$ cat src/rtl/ccc_pkg.sv
// Shared types, constants and the month length table for the calendar counter.
// No dependencies; every other file in rtl/ imports this package.
`timescale 1ns / 1ps

package ccc_pkg;

  // Operation codes carried by the operation field of an input word.
  typedef enum logic {
    OP_TICK = 1'b0,
    OP_LOAD = 1'b1
  } op_t;

  // Limits of the time and date fields.
  localparam logic [5:0]  MAX_SECOND  = 6'd59;
  localparam logic [5:0]  MAX_MINUTE  = 6'd59;
  localparam logic [4:0]  MAX_HOUR    = 5'd23;
  localparam logic [2:0]  MAX_WEEKDAY = 3'd6;
  localparam logic [4:0]  MIN_DAY     = 5'd1;
  localparam logic [3:0]  MIN_MONTH   = 4'd1;
  localparam logic [3:0]  FEBRUARY    = 4'd2;
  localparam logic [3:0]  MAX_MONTH   = 4'd12;
  localparam logic [15:0] RESET_YEAR  = 16'd2000;

  // Complete calendar state, also the layout of one result word.
  typedef struct packed {
    logic [15:0] year;
    logic [3:0]  month;
    logic [4:0]  day;
    logic [2:0]  weekday;
    logic [4:0]  hour;
    logic [5:0]  minute;
    logic [5:0]  second;
    logic [15:0] zone;
  } calendar_t;

  // One input word as held in the input register.
  typedef struct packed {
    op_t       operation;
    calendar_t load;
  } request_t;

  // Days in a month of a common year; codes outside 1..12 never occur.
  function automatic logic [4:0] month_length(input logic [3:0] month);
    logic [4:0] len;
    case (month)
      4'd2:                      len = 5'd28;
      4'd4, 4'd6, 4'd9, 4'd11:   len = 5'd30;
      default:                   len = 5'd31;
    endcase
    return len;
  endfunction

endpackage

$ cat src/rtl/ccc_leap.sv
// Gregorian leap year detector for a 16-bit year.
// Depends on ccc_pkg (imported for house consistency only).
`timescale 1ns / 1ps

module ccc_leap (
  input  logic [15:0] year,
  output logic        leap
);
  import ccc_pkg::*;

  // Exact quotient by 25 for any 16-bit year: multiply by ceil(2^22 / 25).
  localparam logic [17:0] RECIP_25 = 18'd167773;
  localparam int          SHIFT_25 = 22;

  logic [33:0] product;
  logic [11:0] quotient;
  logic [16:0] back_mult;
  logic        div4;
  logic        div16;
  logic        div25;

  assign product   = {18'd0, year} * {16'd0, RECIP_25};
  assign quotient  = product[SHIFT_25 +: 12];
  // quotient * 25 as shifts and adds.
  assign back_mult = {1'b0, quotient, 4'd0} + {2'b0, quotient, 3'd0} + {5'd0, quotient};

  assign div4  = (year[1:0] == 2'd0);
  assign div16 = (year[3:0] == 4'd0);
  assign div25 = (back_mult == {1'b0, year});

  // Centuries are divisible by 4 and 25; those divisible by 400 also by 16.
  assign leap = div4 && (!div25 || div16);

endmodule

$ cat src/rtl/ccc_step.sv
// Next-state logic of the calendar: a one-second tick with full carry chain,
// or a clamped load. Depends on ccc_pkg and ccc_leap.
`timescale 1ns / 1ps

module ccc_step (
  input  ccc_pkg::calendar_t current,
  input  ccc_pkg::request_t  request,
  output ccc_pkg::calendar_t updated
);
  import ccc_pkg::*;

  logic       leap;
  logic [4:0] days_in_month;
  logic [5:0] day_inc;
  calendar_t  ticked;
  calendar_t  loaded;

  ccc_leap u_leap (
    .year (current.year),
    .leap (leap)
  );

  always_comb begin
    days_in_month = month_length(current.month);
    if (current.month == FEBRUARY && leap) begin
      days_in_month = days_in_month + 5'd1;
    end
    day_inc = {1'b0, current.day} + 6'd1;
  end

  // Tick: seconds carry into minutes, hours and then the date.
  always_comb begin
    ticked = current;
    if (current.second >= MAX_SECOND) begin
      ticked.second = '0;
      if (current.minute >= MAX_MINUTE) begin
        ticked.minute = '0;
        if (current.hour >= MAX_HOUR) begin
          ticked.hour    = '0;
          ticked.weekday = (current.weekday >= MAX_WEEKDAY) ? 3'd0 : current.weekday + 3'd1;
          // A loaded day beyond the month length also rolls over here.
          if (day_inc > {1'b0, days_in_month}) begin
            ticked.day = MIN_DAY;
            if (current.month >= MAX_MONTH) begin
              ticked.month = MIN_MONTH;
              ticked.year  = current.year + 16'd1;
            end else begin
              ticked.month = current.month + 4'd1;
            end
          end else begin
            ticked.day = day_inc[4:0];
          end
        end else begin
          ticked.hour = current.hour + 5'd1;
        end
      end else begin
        ticked.minute = current.minute + 6'd1;
      end
    end else begin
      ticked.second = current.second + 6'd1;
    end
  end

  // Load: each field is clamped into its legal range, the day only from below; year and zone as given.
  always_comb begin
    loaded         = request.load;
    if (request.load.month < MIN_MONTH) begin
      loaded.month = MIN_MONTH;
    end else if (request.load.month > MAX_MONTH) begin
      loaded.month = MAX_MONTH;
    end
    if (request.load.day < MIN_DAY) begin
      loaded.day = MIN_DAY;
    end
    if (request.load.weekday > MAX_WEEKDAY) begin
      loaded.weekday = MAX_WEEKDAY;
    end
    if (request.load.hour > MAX_HOUR) begin
      loaded.hour = MAX_HOUR;
    end
    if (request.load.minute > MAX_MINUTE) begin
      loaded.minute = MAX_MINUTE;
    end
    if (request.load.second > MAX_SECOND) begin
      loaded.second = MAX_SECOND;
    end
  end

  assign updated = (request.operation == OP_LOAD) ? loaded : ticked;

endmodule

$ cat src/rtl/calendar_clock_counter_core.sv
// Gregorian calendar counter: each accepted input word is held in the input
// register, its result word in the result register; one word per cycle sustained, with stall on either side.
// Input register, then next-state logic into the calendar and result
// registers. Reset (synchronous, active high) sets 2000-01-01 00:00:00,
// weekday 0, zone 0, and empties both pipeline registers.
`timescale 1ns / 1ps

module calendar_clock_counter_core (
  input  logic        clk,
  input  logic        rst,
  // Input channel.
  input  logic        in_valid,
  output logic        in_stall,
  input  logic        operation,
  input  logic [15:0] new_year,
  input  logic [3:0]  new_month,
  input  logic [4:0]  new_day,
  input  logic [2:0]  new_weekday,
  input  logic [4:0]  new_hour,
  input  logic [5:0]  new_minute,
  input  logic [5:0]  new_second,
  input  logic [15:0] new_zone,
  // Result channel.
  output logic        out_valid,
  input  logic        out_stall,
  output logic [15:0] year,
  output logic [3:0]  month,
  output logic [4:0]  day,
  output logic [2:0]  weekday,
  output logic [4:0]  hour,
  output logic [5:0]  minute,
  output logic [5:0]  second,
  output logic [15:0] zone
);
  import ccc_pkg::*;

  // The input register holds one word, the result register one finished
  // word. The calendar registers are the running state; they change only
  // when a word moves from the input register into the result register, so
  // words are applied strictly in arrival order.
  logic      req_valid;
  request_t  req;
  logic      res_valid;
  calendar_t res;
  calendar_t calendar;
  calendar_t calendar_next;

  logic      res_advance;
  logic      req_advance;

  // The result register can take a word when it is empty or being drained.
  assign res_advance = !res_valid || !out_stall;
  // The input register can take a word when it is empty or moving on.
  assign req_advance = !req_valid || res_advance;
  assign in_stall    = !req_advance;

  ccc_step u_step (
    .current (calendar),
    .request (req),
    .updated (calendar_next)
  );

  always_ff @(posedge clk) begin
    if (rst) begin
      req_valid <= 1'b0;
    end else if (req_advance) begin
      req_valid <= in_valid;
    end
  end

  always_ff @(posedge clk) begin
    if (in_valid && req_advance) begin
      req.operation    <= op_t'(operation);
      req.load.year    <= new_year;
      req.load.month   <= new_month;
      req.load.day     <= new_day;
      req.load.weekday <= new_weekday;
      req.load.hour    <= new_hour;
      req.load.minute  <= new_minute;
      req.load.second  <= new_second;
      req.load.zone    <= new_zone;
    end
  end

  // Calendar state: updated once per word as it completes.
  always_ff @(posedge clk) begin
    if (rst) begin
      calendar.year    <= RESET_YEAR;
      calendar.month   <= MIN_MONTH;
      calendar.day     <= MIN_DAY;
      calendar.weekday <= '0;
      calendar.hour    <= '0;
      calendar.minute  <= '0;
      calendar.second  <= '0;
      calendar.zone    <= '0;
    end else if (req_valid && res_advance) begin
      calendar <= calendar_next;
    end
  end

  always_ff @(posedge clk) begin
    if (rst) begin
      res_valid <= 1'b0;
    end else if (res_advance) begin
      res_valid <= req_valid;
    end
  end

  // Each word reports the calendar as it stands after that word.
  always_ff @(posedge clk) begin
    if (req_valid && res_advance) begin
      res <= calendar_next;
    end
  end

  assign out_valid = res_valid;
  assign year      = res.year;
  assign month     = res.month;
  assign day       = res.day;
  assign weekday   = res.weekday;
  assign hour      = res.hour;
  assign minute    = res.minute;
  assign second    = res.second;
  assign zone      = res.zone;

endmodule
$ cat config.mk
export PLATFORM = sky130hd
export DESIGN_NAME = calendar_clock_counter_core
export DESIGN_NICKNAME = d
export VERILOG_FILES = /design/src/rtl/ccc_pkg.sv /design/src/rtl/ccc_leap.sv /design/src/rtl/ccc_step.sv /design/src/rtl/calendar_clock_counter_core.sv
export SDC_FILE = /design/constraint.sdc
export NUM_CORES = 1
export LEC_CHECK = 0
export BUFFER_PORTS_ARGS = -buffer_cell sky130_fd_sc_hd__buf_4
export CELL_PAD_IN_SITES_DETAIL_PLACEMENT = 1
export CELL_PAD_IN_SITES_GLOBAL_PLACEMENT = 1
export CORE_ASPECT_RATIO = 2
export CORE_MARGIN = 5
export CORE_UTILIZATION = 48
export DETAILED_ROUTE_END_ITERATION = 8
export GPL_ROUTABILITY_DRIVEN = 0
export PLACE_DENSITY = 0.9
export SLEW_MARGIN = 20
export SYNTH_ARGS = -nofsm -noshare
export SYNTH_HDL_FRONTEND = slang
export SYNTH_SLANG_ARGS = --single-unit
export TNS_END_PERCENT = 1
$ cat constraint.sdc
create_clock -name clk -period 14.7 [get_ports clk]
set_input_delay 2.205 -clock clk [delete_from_list [all_inputs] [get_ports clk]]
set_output_delay 2.205 -clock clk [all_outputs]
set_load 0.01 [all_outputs]
Yosys cells after proc, flatten, opt, wreduce, memory -nomap -nowiden:

Cells that the tools add are included.

* register bits after elaboration: 186
* bits of input ports: 66
* output and inout port bits: 63
* word-level logic and storage cells: 93

* $add $sub $neg: 10
* multiply operators: 1
* $lt $le $gt $ge: 13
* eq/ne operators: 6
* mux-type cells: 21
* reductions and logical operators: 15

Operator list (number)
* two-way mux 61 bit: 1
* two-way mux 39 bit: 1
* multiplier 16 x 18 -> 34 bit (second input constant): 1
* two-way mux 33 bit: 1
* two-way mux 28 bit: 1
* two-way mux 5 bit: 5
* two-way mux 6 bit: 4
* two-way mux 20 bit: 1
* adder 16 x 15 -> 17 bit: 1
* adder 17 x 12 -> 17 bit: 1
* equality test 17 x 16 -> 1 bit: 1
* adder 16 x 1 -> 16 bit (second input constant): 1
* two-way mux 16 bit: 1
* adder 6 x 1 -> 6 bit (second input constant): 2
* greater-or-equal comparator 6 bit (second input constant): 2
* > comparator 6 bit (second input constant): 2
* two-way mux 4 bit: 3
* equality test 4 x 3 -> 1 bit (second input constant): 2
* equality test 4 bit (second input constant): 2
* adder 5 x 1 -> 6 bit (second input constant): 1
* > comparator 6 x 5 -> 1 bit: 1
* two-way mux 3 bit: 2
* adder 5 x 1 -> 5 bit (second input constant): 1
* greater-or-equal comparator 5 bit (second input constant): 1
* other kinds (18): 27

Longest topological paths before layout:

* depth in word-level cells: 15
* depth in mapped cells: 44
* gate-level depth less buffers: 42

Cells and area by module:

From an unflattened synthesis, not the netlist that was laid out.

* cell total of the unflattened synthesis: 1335
* area, all modules: 14545.2 sq um

Modules (own cells, without submodules)
* calendar_clock_counter_core: instances 1, cells each 397, area each 6516.2 sq um, seq. area each 4954.8 sq um
* ccc_leap: instances 1, cells each 625, area each 6027.0 sq um, seq. area each 0.0 sq um
* ccc_step: instances 1, cells each 313, area each 2001.9 sq um, seq. area each 0.0 sq um

Worst setup path before layout:

OpenSTA, ideal clock, no wires.

* path type: flip-flop to flip-flop
* start: reg calendar[49] (netlist name)
* end: reg res, in the netlist year[12], data pin
* setup time: 0.259 ns
* arrival time: 10.203 ns
* required time: 14.441 ns
* path slack: 4.238 ns
* cell stages (with the launch flop): 42
* path buffers: 1
* clock period less this slack: 10.462 ns
* path through: dfxtp_1 inv_1 fa_1 inv_1 fa_1 fa_1 fa_1 fa_1 inv_1 fa_1 inv_1 ha_1 a211oi_1 nand2_1 a211oi_2 o211ai_1 a21oi_1 nor2b_1 [... 6 more ...] xor2_1 a2111oi_0 nand3_1 a221oi_1 nand4_1 a2111o_1 a2111oi_0 a31oi_1 ha_1 nor2b_1 o21a_1 o21a_1 o21a_1 o21ai_4 a2111oi_0 buf_2 a21oi_1 a211o_1

RTL lines
* to (signal assigned): line calendar_clock_counter_core.sv:112 `res <= calendar_next;`
* to (decl): line calendar_clock_counter_core.sv:44 `calendar_t res;`

==> run summary <==
The run finished with clean final reports. For the global routing usage summed across all routing layers, the log shows 27.4%. At the worst endpoint, the arrival time is 12.91 ns. After clock tree synthesis, the clock-pin slew on the worst setup and hold paths is 0.08 ns. The total stage count of the critical path works out to 41. Summed over all nets, the half-perimeter wirelength after detailed placement is 36,000 um. Global routing finished with a remaining overflow of 0.

The capturing point of the worst reg2reg path is year[12]. For the overall via count from detail_route, the log shows 11,292. The number of buffers inserted by post-CTS setup repair is 0, and the violation count after the first detailed-route iteration is 720. The H-tree depth is 4. The number of synthesized flops with an enable pin was 123. Number of endpoints with negative hold slack in the final report: 0. In this run the tightest slew margin relative to its limit is 34.2%. The logs give 1 for the initial antenna violation count and 0 for the number of gates given a new drive strength after cts. The run gives 2 as the largest buffer count on any clock path. The first detailed-routing pass took 5 iterations.

Among cell families on the critical path, the largest total delay comes from adder cells. Counting both buffers and inverters, the worst setup path holds a total of 6. The wire length per cell after detailed routing is 24.9 um.

For this block, the routed nets add up to 46,100 um of wire. The number of synthesis warnings was 0. The worst stage delay on the critical path came out at 0.66 ns. The tools report the clock root buffer as sky130_fd_sc_hd__clkbuf_16. Setup violations remaining at the end of the flow were counted as 0. The logs give 0 for the total count of max-transition violations in the final report and 0.0110 ns for the worst setup skew after layout.

Clock tree synthesis inserted a total of 17 buffers. Leaving out fill and tap cells, the most frequent cell in the layout is sky130_fd_sc_hd__inv_1. In the layout the commonest cells are 191 x sky130_fd_sc_hd__inv_1, 169 x sky130_fd_sc_hd__ha_1, 139 x sky130_fd_sc_hd__buf_4, 123 x sky130_fd_sc_hd__edfxtp_1, 120 x sky130_fd_sc_hd__nand2_1. The worst setup path is launched from a register. The critical path starts at calendar[50].

The sequential cell area fraction in the yosys report is 34.8%. Compared with the post-synthesis result, the final layout area differs by 13.8%. The overall die area was 33,400 sq um; the global-route wire length before repair was 70,600 um.

The total of buffers placed on input and output ports works out to 128. The fraction of final layout cells sized beyond drive strength 1 came out at 14.5%. The post-synthesis async set-or-reset flop share is 0%, and the count of nets left with antenna violations after detail routing is 0.

The cell area that synthesis handed to floorplanning was 14,300 sq um. The die width is 132 um, and the total negative slack is 0 ns. The cell count of the worst reg-to-reg path came out at 41. The most frequent cell on the critical path was sky130_fd_sc_hd__fa_1. At the pin with the least slew margin, the transition time is 0.983 ns.

The die height works out to 254 um. The post-synthesis area per instance came out at 10.5 sq um. The path class of the tightest hold or removal check is register to register. The core region is 29,400 sq um.

Setup repair after global routing left no endpoint under its margin. The category of the critical setup timing path is register to register. The routed design could run at a clock period as short as 12.59 ns.

For this design, the sink count on the clock tree is 186. For the worst-skew pair, the clock arrives at the later sink with an insertion delay of 0.45 ns. In this run the critical register-to-register path is launched from calendar[50]. The run gives 15.02 ns as the required time of the worst setup path.

For this run, the leading register cell type out of synthesis is sky130_fd_sc_hd__edfxtp_1. The largest net degree at the start of global routing was 66. In the final design database the tool counted 1,817 nets. Detailed-route vias per instance: 6.10.

The via count of the first global-routing pass came out at 12,857. The biggest fanout along the worst timing path was 11. Row generation in the floorplan step produced 89 rows.

In this run the register-to-register setup slack is 2.11 ns. The run gives 48.5% as the effective utilization at floorplan. Counting distinct cell types in the post-synthesis netlist gives 86. The master of the slowest instance on the critical path is sky130_fd_sc_hd__dfxtp_1. Counting every instance in the synthesized netlist gives 1,361.

Following the worst setup path forward leads to its endpoint at year[12]. The run gives 0 as the cts-stage hold buffer count. The highest achievable clock rate came out at 0.0794 GHz.

I/O pin count: 129. After synthesis the netlist holds a flip-flop and latch count of 186. The tools report the count of unresolved DRC violations after routing as 0. TritonCTS built the clock tree.

The category of the worst setup path capture point is a register. The run gives 0 as the max-cap check violation count. The final critical-path share of the clock period works out to 85.7%.
cell type report:
cell class                      count  area [sq um]
Antenna cell                        1          2.50
Clock buffer                       18           450
Clock inverter                     14           184
Fill cell                        3232         13200
Inverter                          194           731
Multi-Input combinational cell    934          8400
Sequential cell                   186          4950
Tap cell                          364           455
Timing Repair Buffer              139          1040
logic make-up (layout without fill, tap and decap cells):
kind of cell | Yosys count | after routing | synth area share [%]
flops | 186 | 186 | 34.8
mux | 24 | 24 | 1.87
other cells | 1 | 4 | 0.0263
buf+inv | 243 | 365 | 6.49
fa+ha+maj | 279 | 279 | 30.3
xor+xnor | 52 | 52 | 3.30
compound gates | 276 | 276 | 13.4
simple gates | 300 | 300 | 9.88
layer usage:
metal / vias up / GRT usage [%] / share of wire [%]
met1: 5652 / 24.7 / 31
met3: 222 / 4.18 / 4.2
met2: 433 / 52.2 / 55
met4: 0 / 23.4 / 10
met5: - / 0 / 0
li1: 4985 / - / -
metrics by stage:
stage	utilization [%]	std cells	area (sq um)	worst slack, ns	hold slack [ns]
finish	55.2	1850	16200	2.11	0.462
global placement	53.0	1817	15600	2.92	0.439
floorplan	-	1363	14300	4.24	0.434
global route	55.2	1850	16200	1.62	0.488
CTS	55.2	1849	16200	2.38	0.464
detailed placement	53.0	1817	15600	2.45	0.455
worst register-to-register path: cells and delay by family, from the launching register on:
family	cells	cell delay, ns
buffers and inverters	6	0.80
AOI/OAI and AO/OA	16	4.47
xor gates and xnor gates	2	0.59
and+or+nand+nor	6	1.12
adders and majority gates	11	4.84
DFF	1	0.66
how the worst min path moves through the flow:
stage | startpoint | end | cells past startpoint
after floorplan | calendar[0] | calendar[0] | 2
after global placement | calendar[4] | calendar[4] | 2
after detailed placement | calendar[11] | calendar[11] | 2
after CTS | calendar[11] | calendar[11] | 2
after global routing | calendar[5] | calendar[5] | 2
final | calendar[5] | calendar[5] | 2
synthesized netlist by cell type (11+ instances only):
| cell | number | area, sq um |
|---|---|---|
| sky130_fd_sc_hd__ha_1 | 169 | 2110 |
| sky130_fd_sc_hd__xnor2_1 | 38 | 333 |
| sky130_fd_sc_hd__o21a_1 | 13 | 97.6 |
| sky130_fd_sc_hd__a31oi_1 | 11 | 68.8 |
| sky130_fd_sc_hd__a21o_1 | 15 | 113 |
| sky130_fd_sc_hd__dfxtp_1 | 63 | 1260 |
| sky130_fd_sc_hd__nor3_1 | 23 | 115 |
| sky130_fd_sc_hd__xor2_1 | 13 | 114 |
| sky130_fd_sc_hd__clkbuf_1 | 33 | 124 |
| sky130_fd_sc_hd__nor2_1 | 54 | 203 |
| sky130_fd_sc_hd__nand2_1 | 121 | 454 |
| sky130_fd_sc_hd__mux2_2 | 20 | 225 |
| sky130_fd_sc_hd__fa_1 | 110 | 2200 |
| sky130_fd_sc_hd__a21oi_1 | 87 | 435 |
| sky130_fd_sc_hd__nand4_1 | 15 | 93.8 |
| sky130_fd_sc_hd__edfxtp_1 | 123 | 3690 |
| sky130_fd_sc_hd__and3_1 | 14 | 87.6 |
| sky130_fd_sc_hd__inv_1 | 193 | 724 |
| sky130_fd_sc_hd__nand3_1 | 27 | 135 |
| sky130_fd_sc_hd__o21ai_0 | 30 | 150 |
state kept, by name, summed over array words and instances (netlist names):
| signal | count |
|---|---|
| req | 62 |
| calendar | 61 |
| year | 16 |
| zone | 16 |
| minute | 6 |
| second | 6 |
| day | 5 |
| hour | 5 |
| month | 4 |
| weekday | 3 |
| out_valid | 1 |
| req_valid | 1 |
Power is not shown: default switching activity piles up to over one toggle a cycle in this logic, so the estimate is an artifact.
